**src/design/cha_pkg.sv**
```systemverilog
// ----------------------------------------------------------------------------
// cha_pkg
// shared widths, character codes, line positions and the arctangent table
// for the compass heading to ascii unit
// ----------------------------------------------------------------------------
package cha_pkg;

	localparam int CORDIC_STAGES = 18;
	localparam int ATAN_LEN      = 24;
	localparam int CORDIC_N      = (CORDIC_STAGES > ATAN_LEN) ? ATAN_LEN : CORDIC_STAGES;

	localparam int MAG_W = 16;                 // input sample width
	localparam int ABS_W = MAG_W + 1;          // magnitude of a 16-bit sample
	localparam int XW    = ABS_W + 16 + 2;     // cordic x/y, headroom for gain
	localparam int ZW    = 34;                 // cordic angle, 2^32 counts a turn
	localparam int HW    = 32;                 // saturated heading
	localparam int TW    = 12;                 // tenths of a degree, 0..3600
	localparam int DW    = 4;                  // one decimal digit
	localparam int CW    = 7;                  // ascii character
	localparam int PW    = 3;                  // position within the line

	localparam logic [TW-1:0] TENTHS_PER_TURN = 12'd3600;
	localparam logic [TW-1:0] TENTHS_0        = 12'd0;
	localparam logic [TW-1:0] TENTHS_90       = 12'd900;
	localparam logic [TW-1:0] TENTHS_180      = 12'd1800;
	localparam logic [TW-1:0] TENTHS_270      = 12'd2700;

	localparam logic [CW-1:0] CHAR_ZERO = 7'h30;
	localparam logic [CW-1:0] CHAR_DOT  = 7'h2E;
	localparam logic [CW-1:0] CHAR_CR   = 7'h0D;
	localparam logic [CW-1:0] CHAR_LF   = 7'h0A;

	localparam logic [PW-1:0] POS_THOU  = 3'd0;
	localparam logic [PW-1:0] POS_HUND  = 3'd1;
	localparam logic [PW-1:0] POS_TENS  = 3'd2;
	localparam logic [PW-1:0] POS_DOT   = 3'd3;
	localparam logic [PW-1:0] POS_TENTH = 3'd4;
	localparam logic [PW-1:0] POS_CR    = 3'd5;
	localparam logic [PW-1:0] POS_LF    = 3'd6;

	// side information that rides along the cordic pipeline
	typedef struct packed {
		logic          special;   // heading settled on an axis or at origin
		logic [TW-1:0] sp_tenths;
		logic          neg_x;
		logic          neg_y;
	} cha_side_t;

	// the four digits of one output line
	typedef struct packed {
		logic [DW-1:0] th;
		logic [DW-1:0] hu;
		logic [DW-1:0] te;
		logic [DW-1:0] tn;
	} cha_line_t;

	// atan(2^-i) in counts of 2^-32 turn, rounded to nearest
	function automatic logic [31:0] atan_turn(input int unsigned i);
		logic [31:0] a;
		case (i)
			0:       a = 32'h20000000;
			1:       a = 32'h12E4051E;
			2:       a = 32'h09FB385B;
			3:       a = 32'h051111D4;
			4:       a = 32'h028B0D43;
			5:       a = 32'h0145D7E1;
			6:       a = 32'h00A2F61E;
			7:       a = 32'h00517C55;
			8:       a = 32'h0028BE53;
			9:       a = 32'h00145F2F;
			10:      a = 32'h000A2F98;
			11:      a = 32'h000517CC;
			12:      a = 32'h00028BE6;
			13:      a = 32'h000145F3;
			14:      a = 32'h0000A2FA;
			15:      a = 32'h0000517D;
			16:      a = 32'h000028BE;
			17:      a = 32'h0000145F;
			18:      a = 32'h00000A30;
			19:      a = 32'h00000518;
			20:      a = 32'h0000028C;
			21:      a = 32'h00000146;
			22:      a = 32'h000000A3;
			23:      a = 32'h00000051;
			default: a = 32'h00000000;
		endcase
		return a;
	endfunction

	// r / 100 for r below 1000, by reciprocal multiply
	function automatic logic [DW-1:0] div100(input logic [9:0] r);
		logic [22:0] p;
		p = {13'd0, r} * 23'd5243;
		return p[22:19];
	endfunction

	// r / 10 for r below 100, by reciprocal multiply
	function automatic logic [DW-1:0] div10(input logic [6:0] r);
		logic [14:0] p;
		p = {8'd0, r} * 15'd205;
		return p[14:11];
	endfunction

endpackage

```
**src/design/cha_line_tx.sv**
```systemverilog
// ----------------------------------------------------------------------------
// cha_line_tx
// holds one line of digits and sends its seven characters in turn
// ----------------------------------------------------------------------------
module cha_line_tx (
	input  logic                   clk,
	input  logic                   arst_n,
	input  logic                   v_in,
	input  cha_pkg::cha_line_t     line_in,
	output logic                   ready,
	output logic                   m_tvalid,
	input  logic                   m_tready,
	output logic [cha_pkg::CW-1:0] m_char,
	output logic                   m_tlast
);
	import cha_pkg::*;

	logic          busy_q;
	logic [PW-1:0] cnt_q;
	cha_line_t     line_q;

	assign ready    = !busy_q || (m_tready && cnt_q == POS_LF);
	assign m_tvalid = busy_q;
	assign m_tlast  = (cnt_q == POS_LF);

	always_comb begin
		case (cnt_q)
			POS_THOU:  m_char = CHAR_ZERO + {3'b000, line_q.th};
			POS_HUND:  m_char = CHAR_ZERO + {3'b000, line_q.hu};
			POS_TENS:  m_char = CHAR_ZERO + {3'b000, line_q.te};
			POS_DOT:   m_char = CHAR_DOT;
			POS_TENTH: m_char = CHAR_ZERO + {3'b000, line_q.tn};
			POS_CR:    m_char = CHAR_CR;
			POS_LF:    m_char = CHAR_LF;
			default:   m_char = CHAR_LF;
		endcase
	end

	always_ff @(posedge clk or negedge arst_n) begin
		if (!arst_n) begin
			busy_q <= 1'b0;
			cnt_q  <= POS_THOU;
		end else if (ready) begin
			busy_q <= v_in;
			cnt_q  <= POS_THOU;
		end else if (m_tready) begin
			cnt_q <= cnt_q + 3'd1;
		end
	end

	always_ff @(posedge clk) begin
		if (ready && v_in) begin
			line_q <= line_in;
		end
	end

	a_cnt_range: assert property (@(posedge clk) disable iff (!arst_n)
		cnt_q <= POS_LF)
		else $error("character position past end of line");

	a_hold: assert property (@(posedge clk) disable iff (!arst_n)
		(busy_q && !m_tready) |=> (busy_q && $stable(cnt_q) && $stable(line_q)))
		else $error("line changed while stalled");

	a_step: assert property (@(posedge clk) disable iff (!arst_n)
		(busy_q && m_tready && cnt_q != POS_LF) |=> (busy_q && cnt_q == $past(cnt_q) + 3'd1))
		else $error("character position did not advance");

	a_idle_start: assert property (@(posedge clk) disable iff (!arst_n)
		(!busy_q) |-> (cnt_q == POS_THOU))
		else $error("idle with a line part sent");

endmodule
```
**config.mk**
```make
export PLATFORM = sky130hd
export DESIGN_NAME = cha_line_tx
export DESIGN_NICKNAME = d
export VERILOG_FILES = /design/src/design/cha_pkg.sv /design/src/design/cha_line_tx.sv
export SDC_FILE = /design/constraint.sdc
export NUM_CORES = 1
export LEC_CHECK = 0
export BUFFER_PORTS_ARGS = -buffer_cell sky130_fd_sc_hd__buf_2
export CAP_MARGIN = 20
export CORE_MARGIN = 3
export CORE_UTILIZATION = 48
export DETAILED_ROUTE_END_ITERATION = 6
export PLACE_DENSITY = 0.74
export SLEW_MARGIN = 25
export SYNTH_ARGS = -nofsm -noshare
export SYNTH_HDL_FRONTEND = slang
export SYNTH_SLANG_ARGS = --single-unit
```
**constraint.sdc**
```tcl
create_clock -name clk -period 1.9 [get_ports clk]
set_input_delay 0.38 -clock clk [delete_from_list [all_inputs] [get_ports clk]]
set_output_delay 0.38 -clock clk [all_outputs]
set_load 0.05 [all_outputs]
```
==> impl_results.md <==
* Clock buffer depth at 2
* Grt met2 use at 0.324
* First-pass GRT wire length at about 3400 um
* Final min period at 2.17 ns
* Grt met1 use at 0.196
* Cells after DPL at 130
* Yosys cell types at 26
* HP Class: in2reg
* CTS tree: done
* Setup-failing EPs final at 5
* Worst path slowest cell: dfrtp_2
* Max-cap violations at 0
* Setup_tns at -1.03 ns
* N_diodes at 0
* H-tree Lvls at 1
* DP Wirelength at roughly 1400 um
* Worst-path maximum fanout at 7
* GR Util met3 at 0.0445
* VDD IR-drop max at just under 2000 uV
* Register Area at between 500 and 600 sq um
* Row count at 15
* Total track usage at 0.183
* Vias after detailed routing at 727
* Sequential share of the synthesized area at 0.618
* Fill cells at ~100
* Via density at between 5 and 6
* Syn Inst Count at 72
* Status: complete, but fails checks
* Layout Cells excl Fill at 140
* Ports placed on the boundary at 30
* Type of element launching the critical path: flip-flop
* Most used routing layer: met2
* Mean Syn Cell Area at approximately 13 sq um
* CTS Root Cell: clkbuf_4
* Layout overhead on the synthesized area at 52.5%
* IO Port Bufs at 28
* Worst-Skew Late Latency at 0.30 ns
* Most frequent cells in the layout: buf_2 (20), edfxtp_1 (16), buf_4 (11)
* Fraction of the cycle the final worst path needs at 1.14
* Cells along the critical path: inv_2, ha_4, a221oi_2, a21oi_1, or3_4, buf_8
* CTS buffer count at 3
* Violated checks: negative setup slack
* Post-route DRC at 0
* YS warnings at 0
* Pin count of the biggest net entering global routing at 17
* Initial drt markers at 10
* Clk sinks at 20
* Bufs and invs on worst path at 2
* Grt ovf at 0
* Yosys reg bits at 20
* Routability cong. at about 0.80
* Routed Antenna Nets at 0
* Worst-case clock skew at 0.00365 ns
* Initial core utilization at 0.527
* Commonest non-fill, non-tap cell in the layout: buf_2
* Initial antenna violation count at 0
* Crit path max-delay family: flip-flops
* Final Hold Fails at 0
* Core area at between 1500 and 2000 sq um
* Die X at ~50 um
* Fmax at around 460 MHz
* Worst-path clk slew at 0.11 ns
* RSZ-0062 raised after global routing: yes
* CP max stage delay at between 0.4 and 0.5 ns
* Design Area, Final at about 1400 sq um
* Post-Synthesis Cell Area at around 940 sq um
* Area of the multi-input gates at roughly 420 sq um
* Post-synth net total at between 90 and 100
* Final total power at roughly 2.6 mW
* Dpl ws at -0.103 ns
* P_leak at 0.585 nW
* Area after DPL at between 1000 and 1500 sq um
* Final net count at between 100 and 150
* Vias in the first global route at about 770
* Max-slew violations at 0
* WS Path Type: reg2out
* Fraction of layout cells with a size suffix above 1 at 0.609
* Power Dens Cells at between 1500 and 2000 nW/um^2
* Crit. End Element: output port
* Final worst slack at -0.265 ns
* Routed WL at 2120 um
* Worst EP arrival at roughly 1.8 ns
* Die H at 50.2 um
* Drt pass-1 iters at 6
* Total die area at ~2500 sq um
* Wire per inst at ~15 um
* Worst Path Required at about 1.5 ns
cell type report:
type,count,share of cell area
Inverter,4,0.0105
Tap cell,25,0.0218
Sequential cell,20,0.407
Multi-Input combinational cell,43,0.294
Timing Repair Buffer,44,0.248
Clock buffer,4,0.0183
per-stage QoR:
stage | utilization | hold slack (ns)
4_1_cts | 0.772 | 0.239
6_report | 0.804 | 0.247
3_5_place_dp | 0.662 | 0.195
3_3_place_gp | 0.662 | 0.191
2_1_floorplan | - | 0.0844
5_1_grt | 0.804 | 0.224
metal layers:
| metal | share of wire | wire length (um) |
|---|---|---|
| met5 | 0 | 0 |
| met2 | 0.54 | 1140 |
| met4 | 0.025 | 53 |
| met1 | 0.39 | 816 |
| met3 | 0.050 | 106 |
power breakdown:
group	total, mW	internal, mW	switching (mW)	leakage [nW]
logic	1.84	0.840	1.00	0.382
registers	0.588	0.540	0.0475	0.188
clock network	0.206	0.0818	0.124	0.0150
worst register-to-register path, delay by kind of cell, from the launching register on:
kind | cells | cell delay, ns
buffers and inverters | 3 | 0.39
AND/OR/NAND/NOR | 3 | 0.33
adder cells (fa/ha/maj) | 1 | 0.19
flip-flops | 1 | 0.40
cell families after synthesis:
family,after synthesis,share of synthesized area
DFF,20,0.618
other,1,0.00399
buffers and inverters,9,0.0599
muxes,3,0.0333
and+or+nand+nor,20,0.108
adders and majority gates,5,0.0666
AOI/OAI and AO/OA,14,0.111
cell usage after synthesis:
cell type / n / area (sq um)
edfxtp_1: 16 / 480
nand2_1: 7 / 26.3
a21oi_1: 5 / 25.0
ha_1: 5 / 62.6
buf_4: 4 / 30.0
dfrtp_1: 4 / 100
inv_1: 4 / 15.0
nand2b_1: 3 / 18.8
nand3_1: 3 / 15.0
a21boi_0: 2 / 15.0
a222oi_1: 2 / 20.0
mux2i_1: 2 / 20.0
nor2b_1: 2 / 12.5
a21o_1: 1 / 7.51
a221oi_2: 1 / 15.0
and2_1: 1 / 6.26
buf_6: 1 / 11.3
conb_1: 1 / 3.75
mux2_2: 1 / 11.3
nand4_1: 1 / 6.26
nor2_1: 1 / 3.75
o21ai_0: 1 / 5.00
o21bai_1: 1 / 7.51
o32ai_1: 1 / 8.76
or2_2: 1 / 6.26
or3_1: 1 / 6.26
final timing paths:
| check | depth (start not counted) | end | from | slack [ns] |
|---|---|---|---|---|
| max | 6 | m_char[1] | cnt_q[1] | -0.27 |
| min reg2reg | 1 | cnt_q[0] | m_tvalid | 0.63 |
| min | 1 | line_q[9] | line_in[9] | 0.25 |
| min in group asynchronous | 2 | cnt_q[1] | arst_n | 0.40 |
| max reg2reg | 7 | line_q[0] | cnt_q[0] | 0.31 |
| max in group asynchronous | 2 | cnt_q[2] | arst_n | 1.35 |
registers in the layout (all words and copies together), names as in the netlist:
register,cells
line_q,16
m_tvalid,1
cnt_q,3
what timing repair did:
item	4_1_cts	5_1_grt
buffers inserted	2	3
gates resized for setup	38	10
pin swaps	6	7
hold endpoints to repair	4	0
endpoints found under the setup margin	8	8
hold buffers	1	0
Note: power is estimated with default switching activity, not from simulation.
