**src/design/cha_pkg.sv**
```systemverilog
// ----------------------------------------------------------------------------
// cha_pkg
// shared widths, character codes, line positions and the arctangent table
// for the compass heading to ascii unit
// ----------------------------------------------------------------------------
package cha_pkg;

	localparam int CORDIC_STAGES = 18;
	localparam int ATAN_LEN      = 24;
	localparam int CORDIC_N      = (CORDIC_STAGES > ATAN_LEN) ? ATAN_LEN : CORDIC_STAGES;

	localparam int MAG_W = 16;                 // input sample width
	localparam int ABS_W = MAG_W + 1;          // magnitude of a 16-bit sample
	localparam int XW    = ABS_W + 16 + 2;     // cordic x/y, headroom for gain
	localparam int ZW    = 34;                 // cordic angle, 2^32 counts a turn
	localparam int HW    = 32;                 // saturated heading
	localparam int TW    = 12;                 // tenths of a degree, 0..3600
	localparam int DW    = 4;                  // one decimal digit
	localparam int CW    = 7;                  // ascii character
	localparam int PW    = 3;                  // position within the line

	localparam logic [TW-1:0] TENTHS_PER_TURN = 12'd3600;
	localparam logic [TW-1:0] TENTHS_0        = 12'd0;
	localparam logic [TW-1:0] TENTHS_90       = 12'd900;
	localparam logic [TW-1:0] TENTHS_180      = 12'd1800;
	localparam logic [TW-1:0] TENTHS_270      = 12'd2700;

	localparam logic [CW-1:0] CHAR_ZERO = 7'h30;
	localparam logic [CW-1:0] CHAR_DOT  = 7'h2E;
	localparam logic [CW-1:0] CHAR_CR   = 7'h0D;
	localparam logic [CW-1:0] CHAR_LF   = 7'h0A;

	localparam logic [PW-1:0] POS_THOU  = 3'd0;
	localparam logic [PW-1:0] POS_HUND  = 3'd1;
	localparam logic [PW-1:0] POS_TENS  = 3'd2;
	localparam logic [PW-1:0] POS_DOT   = 3'd3;
	localparam logic [PW-1:0] POS_TENTH = 3'd4;
	localparam logic [PW-1:0] POS_CR    = 3'd5;
	localparam logic [PW-1:0] POS_LF    = 3'd6;

	// side information that rides along the cordic pipeline
	typedef struct packed {
		logic          special;   // heading settled on an axis or at origin
		logic [TW-1:0] sp_tenths;
		logic          neg_x;
		logic          neg_y;
	} cha_side_t;

	// the four digits of one output line
	typedef struct packed {
		logic [DW-1:0] th;
		logic [DW-1:0] hu;
		logic [DW-1:0] te;
		logic [DW-1:0] tn;
	} cha_line_t;

	// atan(2^-i) in counts of 2^-32 turn, rounded to nearest
	function automatic logic [31:0] atan_turn(input int unsigned i);
		logic [31:0] a;
		case (i)
			0:       a = 32'h20000000;
			1:       a = 32'h12E4051E;
			2:       a = 32'h09FB385B;
			3:       a = 32'h051111D4;
			4:       a = 32'h028B0D43;
			5:       a = 32'h0145D7E1;
			6:       a = 32'h00A2F61E;
			7:       a = 32'h00517C55;
			8:       a = 32'h0028BE53;
			9:       a = 32'h00145F2F;
			10:      a = 32'h000A2F98;
			11:      a = 32'h000517CC;
			12:      a = 32'h00028BE6;
			13:      a = 32'h000145F3;
			14:      a = 32'h0000A2FA;
			15:      a = 32'h0000517D;
			16:      a = 32'h000028BE;
			17:      a = 32'h0000145F;
			18:      a = 32'h00000A30;
			19:      a = 32'h00000518;
			20:      a = 32'h0000028C;
			21:      a = 32'h00000146;
			22:      a = 32'h000000A3;
			23:      a = 32'h00000051;
			default: a = 32'h00000000;
		endcase
		return a;
	endfunction

	// r / 100 for r below 1000, by reciprocal multiply
	function automatic logic [DW-1:0] div100(input logic [9:0] r);
		logic [22:0] p;
		p = {13'd0, r} * 23'd5243;
		return p[22:19];
	endfunction

	// r / 10 for r below 100, by reciprocal multiply
	function automatic logic [DW-1:0] div10(input logic [6:0] r);
		logic [14:0] p;
		p = {8'd0, r} * 15'd205;
		return p[14:11];
	endfunction

endpackage

```
**src/design/cha_prep.sv**
```systemverilog
// ----------------------------------------------------------------------------
// cha_prep
// first stage: magnitudes into cordic format, quadrant and axis cases
// ----------------------------------------------------------------------------
module cha_prep (
	input  logic                           clk,
	input  logic                           arst_n,
	input  logic                           en,
	input  logic                           v_in,
	input  logic signed [cha_pkg::MAG_W-1:0] mag_x,
	input  logic signed [cha_pkg::MAG_W-1:0] mag_y,
	output logic                           v_s1,
	output logic signed [cha_pkg::XW-1:0]  x_s1,
	output logic signed [cha_pkg::XW-1:0]  y_s1,
	output cha_pkg::cha_side_t             side_s1
);
	import cha_pkg::*;

	logic [ABS_W-1:0] ax, ay;
	cha_side_t        side_d;

	always_comb begin
		ax = mag_x[MAG_W-1] ? ABS_W'(-{mag_x[MAG_W-1], mag_x}) : ABS_W'({1'b0, mag_x});
		ay = mag_y[MAG_W-1] ? ABS_W'(-{mag_y[MAG_W-1], mag_y}) : ABS_W'({1'b0, mag_y});
		side_d.neg_x     = mag_x[MAG_W-1];
		side_d.neg_y     = mag_y[MAG_W-1];
		side_d.special   = 1'b1;
		side_d.sp_tenths = TENTHS_180;
		if (mag_y == '0) begin
			side_d.sp_tenths = mag_x[MAG_W-1] ? TENTHS_PER_TURN : TENTHS_180;
		end else if (mag_x == '0) begin
			side_d.sp_tenths = mag_y[MAG_W-1] ? TENTHS_90 : TENTHS_270;
		end else begin
			side_d.special   = 1'b0;
			side_d.sp_tenths = TENTHS_0;
		end
	end

	always_ff @(posedge clk or negedge arst_n) begin
		if (!arst_n) begin
			v_s1 <= 1'b0;
		end else if (en) begin
			v_s1 <= v_in;
		end
	end

	always_ff @(posedge clk) begin
		if (en) begin
			x_s1    <= $signed({2'b00, ax, 16'd0});
			y_s1    <= $signed({2'b00, ay, 16'd0});
			side_s1 <= side_d;
		end
	end

endmodule

```
**config.mk**
```make
export PLATFORM = sky130hd
export DESIGN_NAME = cha_prep
export DESIGN_NICKNAME = d
export VERILOG_FILES = /design/src/design/cha_pkg.sv /design/src/design/cha_prep.sv
export SDC_FILE = /design/constraint.sdc
export NUM_CORES = 1
export LEC_CHECK = 0
export BUFFER_PORTS_ARGS = -buffer_cell sky130_fd_sc_hd__clkbuf_2
export CAP_MARGIN = 10
export CORE_AREA = 2 2 73 75
export DETAILED_ROUTE_END_ITERATION = 7
export DIE_AREA = 0 0 75 77
export PLACE_DENSITY = 0.83
export SLEW_MARGIN = 20
export SYNTH_ARGS = -nofsm -noshare
export SYNTH_HDL_FRONTEND = slang
export SYNTH_SLANG_ARGS = --single-unit
```
**constraint.sdc**
```tcl
create_clock -name clk -period 1.78 [get_ports clk]
set_clock_uncertainty 0.15 [all_clocks]
set_input_delay 0.089 -clock clk [delete_from_list [all_inputs] [get_ports clk]]
set_output_delay 0.089 -clock clk [all_outputs]
set_load 0.03 [all_outputs]
```
==> metrics list <==
- The tightest min-delay check is of the input port to register type.
- Wire length of the first global-routing pass: 7217 microns
- Worst-path clk slew: 90 ps
- Synthesis-to-layout area growth: 35.02%
* Maximum number of pins on one net before global-route repair: 41
- The most critical setup path has its startpoint at mag_x[10].
* Period Utilization, post-route: 0.9647
- Clock latency at the later pin of the worst-skew pair: 300 ps
- Yosys warning total: 0
* Pwr Total: 2727 uW
- The synthesized design spends more area on one cell type than any other, namely edfxtp_1.
- After detailed routing, the average wire length per cell comes to 12.61 microns.
- Routing usage on met2: 0.3000
- Antenna violations before repair: 0
- Accumulated negative setup slack: 0 ps
- Ranked by total cell area, the synthesized netlist is headed by edfxtp_1 55%, buf_4 13%, xnor2_1 9.0%, o31ai_1 2.2%, o21ai_0 2.1%.
- The die is 75 microns wide.
- Pwr Density: 861.9 nW/um^2
* Area after DPL: 2780 sq um
* Effective utilization at floorplan: 0.4708
- # setup viols final: 0
* Buffers added on ports: 81
* DRC errors left: 0
- Crit start category: input port
- After floorplanning, the core was sized to cover 4977 sq um.
* Crit path depth: 5
- Kind of critical path: input port to register
- Standard-cell row count: 26
- In this run the remaining antenna-violating nets after routing total 0.
- The tool flagged a number of max-cap violations equal to 0.
- A synthesized cell averages 12.02 sq um.
- Share of the synthesized area in the top cell type: 0.5510
- Num Clock Sinks: 44
* Endpoint of the worst setup timing path: side_s1[10]
- In the global route stage, met3 resource usage came out at 0.03548.
- Share of cells above drive strength 1: 0.3619
- The startpoint identified for the worst register-to-register timing path is v_s1.
- WP data arrival: 1730 ps
* H-tree level count: 2
* Clk Tree Root Cell: clkbuf_8
- The worst register-to-register path ends at v_s1.
- Met1 Use GR: 0.1810
* Placement-stage worst setup slack: -238.7 ps
- Min Tclk post-route: 1717 ps
* Number of instances in the synthesized netlist: 195
- In this run the cell area of the synthesized design comes to 2343 sq um.
- Summed over all cells, the static leakage comes to 0.001355 uW.
- HPWL after detailed placement: 3425 microns
* Largest fanout of any net on the critical path: 4
* Crit-path leading delay family: simple AND/OR/NAND/NOR gates
- Total wire length: 4855 microns
- Type of destination of the critical path: register
- Number of search-and-repair iterations in the first detailed-routing pass: 4
- From bottom edge to top edge, the die measures 77 microns.
- On the worst path, the slowest cell contributes a delay of 560 ps.
- The number of global-route vias before repair was 1572.
- The number of endpoints with negative hold slack in the final report was 0.
* Final instance area: 3164 sq um
* DRC violation total after the first TritonRoute iteration: 89
- Cell occurring most often along the worst timing path: or4_4
* Number of buffers added by the clock tree synthesis step: 5
- Die area: 5775 sq um
- Routed vias: 1776
- At the end of the flow, the number of nets in the layout was 352.
- Flop-to-flop setup slack: 870 ps
- Post-synthesis cell type count: 31
- GRT overflow: 0
- No sink is reached through more buffers than the 2 on the longest clock path.
* Final Max Slew Viols: 0
- Static timing analysis puts the maximum clock frequency at 582.3 MHz.
- For this run, the total global-route usage over all layers was measured as 0.1675.
* Sequential fraction of the synthesis area: 0.5617
- Final weighted congestion in routability-driven placement: 0.7727
- Counting cells, the worst reg-to-reg path comes to 1.
- Fin Hold WS: 5.942 ps
* Diodes inserted: 0
* Outcome: complete, no violations
- Ordered cell list for the critical path: clkbuf_2 -> or4_4 -> or3_4 -> or4_4 -> a21oi_2
- Across the VDD grid, the largest voltage drop is 0.3556 mV.
- Most used routing layer: met2
- Clock tree from TritonCTS: built
- Final WS setup: 62.75 ps
- Number of buffers and inverters on the critical path: 1
- Worst hold path startpoint: mag_x[2]
- Top-level I/O count: 122
- Flip-flop and latch count after synthesis: 44
- For this design, the slowest cell found on the critical path is or4_4.
- Vias per Instance: 4.613
- STA puts the critical path data required time at 1790 ps.
[worst min path at each step]
stage,to,cells after the start
after floorplan,v_s1,0
after global placement,v_s1,1
after detailed placement,v_s1,1
after CTS,x_s1[31],2
after global routing,x_s1[31],2
final,x_s1[18],2
[registers in the layout, indices dropped and copies added (netlist names)]
register  cells
y_s1         17
x_s1         17
side_s1       9
v_s1          1
[synth_stat cells (all sizes together)]
| library cell | count |
|---|---|
| o41ai | 3 |
| a21oi | 3 |
| o31ai | 7 |
| or2 | 1 |
| dfrtp | 1 |
| nor4 | 6 |
| clkbuf | 3 |
| xnor2 | 24 |
| buf | 42 |
| conb | 1 |
| or3 | 2 |
| nand2 | 13 |
| xor2 | 2 |
| o21ai | 10 |
| or3b | 1 |
| mux2 | 1 |
| or4 | 4 |
| nand4 | 1 |
| ha | 2 |
| inv | 7 |
| edfxtp | 43 |
| nor4b | 2 |
| nor3 | 4 |
| nor2 | 3 |
| and2 | 1 |
| nor2b | 1 |
| nor3b | 1 |
| nand2b | 4 |
| nand3 | 2 |
[what timing repair did]
action                     CTS  global route
buffers inserted             0             1
hold endpoints to repair    23             1
setup endpoints to repair    0             3
resized for setup            0             8
hold buffers                22             1
[cell type report]
type	count	area (sq um)
well taps	70	87.58
repair buffers	116	743.2
inverters	7	26.28
flip-flops and latches	44	1316
fillers	402	1813
clock buffers	5	68.82
clock inverters	3	46.29
multi-input cells	140	875.8
[through the flow]
step	util	instances
2_1_floorplan	-	236
3_3_place_gp	0.5586	355
3_5_place_dp	0.5586	355
4_1_cts	0.6259	385
5_1_grt	0.6357	385
6_report	0.6357	385
[cell usage in the layout (no fill, tap or decap), types with 2 or more instances in the layout]
cell	synthesis	routed
clkbuf_2	0	79
edfxtp_1	43	43
conb_1	1	42
xnor2_1	24	24
dlygate4sd3_1	0	23
nand2_1	13	13
buf_4	42	13
o21ai_0	10	10
o31ai_1	7	7
inv_1	7	6
clkbuf_8	0	5
nor4_1	6	4
nand2b_1	4	4
nor2_1	3	3
nor3_1	4	3
or4_4	1	2
nand3_1	2	2
a21oi_1	3	2
xor2_1	2	2
o41ai_1	3	2
or4_1	3	2
ha_1	2	2
[cells by family (layout without fill, tap and decap cells)]
family	Yosys count	after routing	share of synthesized area
and+or+nand+nor	46	46	0.1121
other	1	42	0.001600
adders and majority gates	2	2	0.01068
AOI/OAI and AO/OA	23	23	0.06140
buffers and inverters	52	131	0.1506
xor gates and xnor gates	26	26	0.09717
muxes	1	1	0.004805
DFF	44	44	0.5617
[power breakdown]
part,internal [uW],total (uW),switching (uW)
Clock,423,783,360
Combinational,199,671,472
Sequential,1250,1270,26.7
[layer usage]
| layer | vias to the layer above | wire [microns] |
|---|---|---|
| met5 | - | 0 |
| met1 | 826 | 1698 |
| met4 | 0 | 102 |
| met2 | 85 | 2677 |
| li1 | 856 | - |
| met3 | 9 | 377 |
Power figures use the tool's default switching activity.
