==> src/design/cha_pkg.sv <==
// ----------------------------------------------------------------------------
// cha_pkg
// shared widths, character codes, line positions and the arctangent table
// for the compass heading to ascii unit
// ----------------------------------------------------------------------------
package cha_pkg;

	localparam int CORDIC_STAGES = 18;
	localparam int ATAN_LEN      = 24;
	localparam int CORDIC_N      = (CORDIC_STAGES > ATAN_LEN) ? ATAN_LEN : CORDIC_STAGES;

	localparam int MAG_W = 16;                 // input sample width
	localparam int ABS_W = MAG_W + 1;          // magnitude of a 16-bit sample
	localparam int XW    = ABS_W + 16 + 2;     // cordic x/y, headroom for gain
	localparam int ZW    = 34;                 // cordic angle, 2^32 counts a turn
	localparam int HW    = 32;                 // saturated heading
	localparam int TW    = 12;                 // tenths of a degree, 0..3600
	localparam int DW    = 4;                  // one decimal digit
	localparam int CW    = 7;                  // ascii character
	localparam int PW    = 3;                  // position within the line

	localparam logic [TW-1:0] TENTHS_PER_TURN = 12'd3600;
	localparam logic [TW-1:0] TENTHS_0        = 12'd0;
	localparam logic [TW-1:0] TENTHS_90       = 12'd900;
	localparam logic [TW-1:0] TENTHS_180      = 12'd1800;
	localparam logic [TW-1:0] TENTHS_270      = 12'd2700;

	localparam logic [CW-1:0] CHAR_ZERO = 7'h30;
	localparam logic [CW-1:0] CHAR_DOT  = 7'h2E;
	localparam logic [CW-1:0] CHAR_CR   = 7'h0D;
	localparam logic [CW-1:0] CHAR_LF   = 7'h0A;

	localparam logic [PW-1:0] POS_THOU  = 3'd0;
	localparam logic [PW-1:0] POS_HUND  = 3'd1;
	localparam logic [PW-1:0] POS_TENS  = 3'd2;
	localparam logic [PW-1:0] POS_DOT   = 3'd3;
	localparam logic [PW-1:0] POS_TENTH = 3'd4;
	localparam logic [PW-1:0] POS_CR    = 3'd5;
	localparam logic [PW-1:0] POS_LF    = 3'd6;

	// side information that rides along the cordic pipeline
	typedef struct packed {
		logic          special;   // heading settled on an axis or at origin
		logic [TW-1:0] sp_tenths;
		logic          neg_x;
		logic          neg_y;
	} cha_side_t;

	// the four digits of one output line
	typedef struct packed {
		logic [DW-1:0] th;
		logic [DW-1:0] hu;
		logic [DW-1:0] te;
		logic [DW-1:0] tn;
	} cha_line_t;

	// atan(2^-i) in counts of 2^-32 turn, rounded to nearest
	function automatic logic [31:0] atan_turn(input int unsigned i);
		logic [31:0] a;
		case (i)
			0:       a = 32'h20000000;
			1:       a = 32'h12E4051E;
			2:       a = 32'h09FB385B;
			3:       a = 32'h051111D4;
			4:       a = 32'h028B0D43;
			5:       a = 32'h0145D7E1;
			6:       a = 32'h00A2F61E;
			7:       a = 32'h00517C55;
			8:       a = 32'h0028BE53;
			9:       a = 32'h00145F2F;
			10:      a = 32'h000A2F98;
			11:      a = 32'h000517CC;
			12:      a = 32'h00028BE6;
			13:      a = 32'h000145F3;
			14:      a = 32'h0000A2FA;
			15:      a = 32'h0000517D;
			16:      a = 32'h000028BE;
			17:      a = 32'h0000145F;
			18:      a = 32'h00000A30;
			19:      a = 32'h00000518;
			20:      a = 32'h0000028C;
			21:      a = 32'h00000146;
			22:      a = 32'h000000A3;
			23:      a = 32'h00000051;
			default: a = 32'h00000000;
		endcase
		return a;
	endfunction

	// r / 100 for r below 1000, by reciprocal multiply
	function automatic logic [DW-1:0] div100(input logic [9:0] r);
		logic [22:0] p;
		p = {13'd0, r} * 23'd5243;
		return p[22:19];
	endfunction

	// r / 10 for r below 100, by reciprocal multiply
	function automatic logic [DW-1:0] div10(input logic [6:0] r);
		logic [14:0] p;
		p = {8'd0, r} * 15'd205;
		return p[14:11];
	endfunction

endpackage

==> src/design/cha_scale.sv <==
// ----------------------------------------------------------------------------
// cha_scale
// quadrant fold to a full-turn heading, saturation, scaling to tenths; axis cases pass their fixed value
// ----------------------------------------------------------------------------
module cha_scale (
	input  logic                          clk,
	input  logic                          arst_n,
	input  logic                          en,
	input  logic                          v_in,
	input  logic signed [cha_pkg::ZW-1:0] z_in,
	input  cha_pkg::cha_side_t            side_in,
	output logic                          v_s2,
	output logic [cha_pkg::TW-1:0]        tenths_s2
);
	import cha_pkg::*;

	localparam int SW = HW + 4;
	localparam logic signed [SW-1:0] TURN_HALF = 36'sh0_8000_0000;
	localparam logic signed [SW-1:0] TURN_FULL = 36'sh1_0000_0000;

	logic signed [SW-1:0] zx, hs;
	logic [HW-1:0]        h_d;
	logic [HW+TW-1:0]     prod;

	logic                 v_s1;
	logic [HW-1:0]        h_s1;
	cha_side_t            side_s1;

	always_comb begin
		zx = SW'(z_in);
		case ({side_in.neg_x, side_in.neg_y})
			2'b00:   hs = TURN_HALF + zx;
			2'b10:   hs = TURN_FULL - zx;
			2'b11:   hs = zx;
			default: hs = TURN_HALF - zx;
		endcase
		if (hs[SW-1]) begin
			h_d = '0;
		end else if (hs[SW-2:HW] != '0) begin
			h_d = '1;
		end else begin
			h_d = hs[HW-1:0];
		end
	end

	assign prod = {{TW{1'b0}}, h_s1} * {{HW{1'b0}}, TENTHS_PER_TURN};

	always_ff @(posedge clk or negedge arst_n) begin
		if (!arst_n) begin
			v_s1 <= 1'b0;
			v_s2 <= 1'b0;
		end else if (en) begin
			v_s1 <= v_in;
			v_s2 <= v_s1;
		end
	end

	always_ff @(posedge clk) begin
		if (en) begin
			h_s1      <= h_d;
			side_s1   <= side_in;
			tenths_s2 <= side_s1.special ? side_s1.sp_tenths : prod[HW+TW-1:HW];
		end
	end

endmodule

==> config.mk <==
export PLATFORM = sky130hd
export DESIGN_NAME = cha_scale
export DESIGN_NICKNAME = d
export VERILOG_FILES = /design/src/design/cha_pkg.sv /design/src/design/cha_scale.sv
export SDC_FILE = /design/constraint.sdc
export NUM_CORES = 1
export LEC_CHECK = 0
export BUFFER_PORTS_ARGS = -buffer_cell sky130_fd_sc_hd__buf_2
export CAP_MARGIN = 20
export CORE_MARGIN = 5
export CORE_UTILIZATION = 57
export CTS_BUF_LIST = sky130_fd_sc_hd__clkbuf_4 sky130_fd_sc_hd__clkbuf_8
export CTS_CLUSTER_DIAMETER = 120
export DETAILED_ROUTE_END_ITERATION = 8
export PLACE_DENSITY = 0.88
export SKIP_CTS_REPAIR_TIMING = 1
export SYNTH_ARGS = -nofsm -noshare
export SYNTH_HDL_FRONTEND = slang
export SYNTH_SLANG_ARGS = --single-unit
==> constraint.sdc <==
create_clock -name clk -period 4.2 [get_ports clk]
set_clock_uncertainty 0.2 [all_clocks]
set_input_delay 0.84 -clock clk [delete_from_list [all_inputs] [get_ports clk]]
set_output_delay 0.84 -clock clk [all_outputs]
set_load 0.02 [all_outputs]
==> results of run 1 <==
## cell usage after synthesis (14+ instances only)
master    instances  area share (%)
nand2_1          52             2.7
nor3_1           14            0.98
edfxtp_1         57              24
and3_1           23             2.0
clkbuf_1         19             1.0
o31a_1           18             2.2
inv_1            93             4.9
ha_1            113              20
o21a_1           20             2.1
fa_1             55              15
nand3_1          19             1.3
nor2_1           42             2.2
o21ai_0          21             1.5
a21oi_1          21             1.5
## cells by family (layout without fill, tap and decap cells)
kind of cell    after synthesis  in the layout  synth area share [%]
flops                        59             59                  24.6
fa+ha+maj                   168            168                  35.1
xor+xnor                      6              6                 0.734
simple gates                196            196                  14.3
buf+inv                     120            251                  6.59
compound gates              164            164                  16.6
mux                          14             14                  1.99
## cell type report
type / count / area share (%)
multi-input cells: 548 / 62.2
flip-flops and latches: 59 / 19.5
repair buffers: 142 / 10.0
inverters: 93 / 3.86
well taps: 172 / 2.38
clock buffers: 9 / 1.37
clock inverters: 7 / 0.747
## state kept, by name, indices dropped and copies added (netlist names)
name	count
tenths_s2	12
v_s2	1
side_s1	13
v_s1	1
h_s1	32
## worst max-delay path by stage
stage | from | to | slack, ps | cells past startpoint
6_report | h_s1[16] | tenths_s2[3] | -400 | 14
5_1_grt | h_s1[16] | tenths_s2[3] | -520 | 14
4_1_cts | h_s1[2] | tenths_s2[9] | -230 | 13
3_5_place_dp | h_s1[2] | tenths_s2[3] | -250 | 13
3_3_place_gp | h_s1[2] | tenths_s2[3] | -100 | 13
2_1_floorplan | h_s1[24] | tenths_s2[6] | 5 | 14
## worst reg2reg max path, delay by kind of cell (launching register included)
kind | cells | cell delay [ps]
AO/OA/AOI/OAI | 5 | 1130
buffers and inverters | 3 | 360
AND/OR/NAND/NOR | 1 | 200
adder cells (fa/ha/maj) | 5 | 2080
flip-flops | 1 | 370
## per-stage QoR
stage                     instances  setup slack [ps]  utilization, %  hold WS, ps  setup TNS [ps]
after global placement          999             -98.7            64.5          285            -222
final                          1030              -396            72.6         45.1           -2400
after global routing           1030              -524            72.6         43.2           -3680
after CTS                      1015              -234            66.1         43.7           -1690
after detailed placement        999              -247            64.5          291           -1670
after floorplan                 727              5.07               -          275               0
## per-layer routing
metal	routed length, um	GRT usage, %	up-vias
li1	-	-	2902
met1	8450	29.0	3080
met2	10100	37.9	380
met3	1470	3.99	94
met4	887	8.89	0
met5	0	0	-
==> results_dict.tcl, run 1 <==
set metrics [dict create \
    via_count 6456 \
    violations "setup timing" \
    wirelength_um 20900 \
    grt.total_usage_pct 22.6 \
    port_buffers 65 \
    cpLargestDelayFamily "adder cells" \
    cpMostUsedCell "ha_1" \
    setup_ws_ps -396 \
    cts_tree "built" \
    crit_path_cell_trace "inv_1 -> fa_1 -> inv_1 -> ha_1 -> fa_1 -> ha_1 -> ha_1 -> nand4_1 -> o31ai_1 -> a31oi_1 -> buf_4 -> a31oi_2 -> o31ai_1 -> a311o_1" \
    maxCapViolCount 0 \
    final_nets 1074 \
    worst_slew_pin_slew_ps 1090 \
    synthArstFlopShare_pct 3.39 \
    grt_pass1_wl_um 27200 \
    layout_worst_path_cycle_share_pct 109 \
    syn_area_um2 7160 \
    insertion_delay_ps 360 \
    worst-path-buf-inv 3 \
    drv_slew 0 \
    postRouteAntennaNets 0 \
    place_area_um2 8050 \
    antenna_found_initial 0 \
    area_delta_synth_final_pct 26.5 \
    critPathKind "flip-flop to flip-flop" \
    final-seq-area_um2 1760 \
    avgRoutedWirePerCell_um 20.3 \
    routed_via_density 6.27 \
    dpl.hpwl_um 13100 \
    coreArea_um2 12500 \
    grt_pass1_vias 5996 \
    ys_ff_latch 59 \
    syn-mean-instance-area_um2 9.84 \
    yosysWarnings 0 \
    fill_cells 781 \
    seq_area_frac_synth_pct 24.6 \
    max_freq_ghz 0.218 \
    reg2reg_depth 14 \
    grt_max_degree 49 \
    rsz0062_at_grt "yes" \
    min_period_ps 4600 \
    worstPathArrival_ps 4510 \
    post-route-drc-count 0 \
    cts-root-buf "clkbuf_8" \
    crit_slowest_cell "fa_1" \
    path_max_fanout 3 \
    rrSetupSlack_ps -400 \
    drive_gt1_share_pct 30.9 \
    path_clk_slew_ps 90 \
    cts-buffers-inserted 9 \
    rows 41 \
    die_w_um 122 \
    cts.sink_count 59 \
    synth_cell_type_count 66 \
    first_pass_iters 7 \
    status "finished with violations" \
    finalSetupViolations 12 \
    slew-limit-headroom_pct 27.4 \
    mostFrequentLayoutCells "buf_4, inv_1, ha_1, buf_2, edfxtp_1" \
    synth-edff-count 57 \
    cp_slowest_stage_delay_ps 570 \
    r2r-start "h_s1[16]" \
    dieArea_um2 14900 \
    final_area_um2 9050 \
    synthCells 727 \
    hold_viol_final 0 \
    htree_num_levels 3 \
    synth-main-ff-cell "edfxtp_1" \
    io_pins 66 \
    multiInputGateArea_um2 5620 \
    first_iter_violations 566 \
    fp.dieH_um 122 \
    gp_congestion 0.916 \
    worstPathRequired_ps 4120 \
    start_util_pct 57.4 \
    grt-ovfl-total 0 \
    layout_commonest_cell "buf_4" \
    crit_path_end_kind "flip-flop" \
    hp-class "input pin to asynchronous set/reset pin" \
    ctsLongestPathBuffers 2 \
    synth_nets 948 \
    start_kind "flip-flop" \
    rr_endpoint "tenths_s2[3]" \
    n_antenna_cell 0 \
]
Power of run 1 is left out: the tool's default activity adds up to more than one toggle a clock period on the data nets, which glitch-free logic cannot reach.
==> run 2, diff against run 1 <==
--- a/config.mk
+++ b/config.mk
@@ -13,6 +13,7 @@
 export CTS_CLUSTER_DIAMETER = 120
 export DETAILED_ROUTE_END_ITERATION = 8
 export PLACE_DENSITY = 0.88
+export SETUP_SLACK_MARGIN = 0.4
 export SKIP_CTS_REPAIR_TIMING = 1
 export SYNTH_ARGS = -nofsm -noshare
 export SYNTH_HDL_FRONTEND = slang
==> run 2 against run 1 <==
Compared with the run above: critical path type unchanged; the flow still finishes with violations (setup timing); die area unchanged; global-route usage up 0.63 points; setup slack improved by 340 ps; critical path depth is the same; largest cell class unchanged; sequential share of layout area increased by 0.49 points; fmax rose by 7.9%; clock-buffer cell count is 2 higher; final area down 2.4%; core utilization is 1.8 points lower.
==> results_dict.tcl, run 2 (synthesis results as in run 1) <==
set metrics [dict create \
    dpl.hpwl_um 13200 \
    reg_top3 "h_s1 x32, side_s1 x13, tenths_s2 x12" \
    area_delta_synth_final_pct 23.4 \
    mostFrequentLayoutCells "ha_1, inv_1, buf_2, edfxtp_1, fa_1" \
    first_iter_violations 354 \
    antenna_found_initial 0 \
    insertion_delay_ps 380 \
    dieArea_um2 14900 \
    setup_ws_ps -58.4 \
    cts-buffers-inserted 9 \
    rows 41 \
    ctsLongestPathBuffers 2 \
    worst_slew_pin_slew_ps 814 \
    htree_num_levels 3 \
    reg2reg_depth 14 \
    worstPathArrival_ps 4170 \
    grt_max_degree 33 \
    rrSetupSlack_ps -60 \
    die_w_um 122 \
    gp_congestion 0.958 \
    rsz0062_at_grt "yes" \
    drv_slew 0 \
    start_kind "flip-flop" \
    n_antenna_cell 0 \
    regMostFlops "h_s1" \
    path_clk_slew_ps 80 \
    start_util_pct 57.4 \
    grt_pass1_vias 5851 \
    fp.dieH_um 122 \
    grt.total_usage_pct 23.2 \
    grt-ovfl-total 0 \
    drive_gt1_share_pct 29.2 \
    postRouteAntennaNets 0 \
    avgRoutedWirePerCell_um 17.7 \
    port_buffers 65 \
    final_nets 1052 \
    grt_pass1_wl_um 27700 \
    worstPathRequired_ps 4110 \
    cts.sink_count 59 \
    maxCapViolCount 0 \
    violations "setup timing" \
    post-route-drc-count 0 \
    layout_commonest_cell "ha_1" \
    first_pass_iters 5 \
    wirelength_um 17900 \
    max_freq_ghz 0.235 \
    crit_path_end_kind "flip-flop" \
    cts-root-buf "clkbuf_8" \
    coreArea_um2 12500 \
    via_count 5986 \
    finalSetupViolations 5 \
    path_max_fanout 5 \
    io_pins 66 \
    pre_cts_ws_ps -104 \
    layout_worst_path_cycle_share_pct 101 \
    largest_register_ffs 32 \
    hold_viol_final 0 \
    cts_tree "built" \
    min_period_ps 4260 \
    routed_via_density 5.94 \
    critPathKind "flip-flop to flip-flop" \
    status "finished with violations" \
    post-route-util_pct 70.8 \
    slew-limit-headroom_pct 45.7 \
    hp-class "input pin to asynchronous set/reset pin" \
]
[run 2: cell count changes in the layout (fill, tap and decap cells not counted), sizes merged]
cell	change
buf	-22
clkbuf	+2
bufinv	-1
clkinv	+1
clkinvlp	-1
inv	-1
[run 2: path summary, 6_finish.rpt]
kind / start / endpoint
min in group clk: v_s1 / v_s2
setup reg to reg: h_s1[12] / tenths_s2[7]
max in group asynchronous: arst_n / v_s1
setup / recovery: h_s1[12] / tenths_s2[7]
hold reg to reg: v_s1 / v_s2
hold / removal: arst_n / v_s2
[run 2: cell type report]
class | instances | area [um^2]
Fill cell | 874 | 3640
Inverter | 93 | 349
Multi-Input combinational cell | 548 | 5580
Timing Repair Buffer | 120 | 753
Tap cell | 172 | 215
Clock inverter | 5 | 30.0
Sequential cell | 59 | 1760
Clock buffer | 11 | 139
[run 2: critical path: stages (launching register included)]
cell       delay, ps
edfxtp_1         390
inv_2             80
buf_6            120
fa_1             510
inv_2             50
ha_4             250
fa_1             420
ha_1             340
ha_4             300
and4_4           240
and3_4           210
nand4bb_4        170
a311o_1          440
a21boi_1         180
o31ai_1           80
[run 2: routing by layer]
layer / vias to the layer above / wire length [um] / GRT usage, %
met1: 2872 / 7880 / 30.6
met2: 210 / 8640 / 38.3
li1: 2864 / - / -
met3: 40 / 858 / 3.25
met5: - / 0 / 0
met4: 0 / 490 / 9.94
[run 2: metrics by stage]
| step | std cells | TNS [ps] | hold slack, ps | area, um^2 |
|---|---|---|---|---|
| after floorplan | 727 | 0 | 275 | 7540 |
| after global placement | 974 | 0 | 285 | 8190 |
| after detailed placement | 974 | -228 | 293 | 8190 |
| after CTS | 990 | -296 | 25.8 | 8360 |
| after global routing | 1008 | -1390 | 30.6 | 8830 |
| final | 1008 | -165 | 35.0 | 8830 |
Power of run 2 is left out for the same reason.
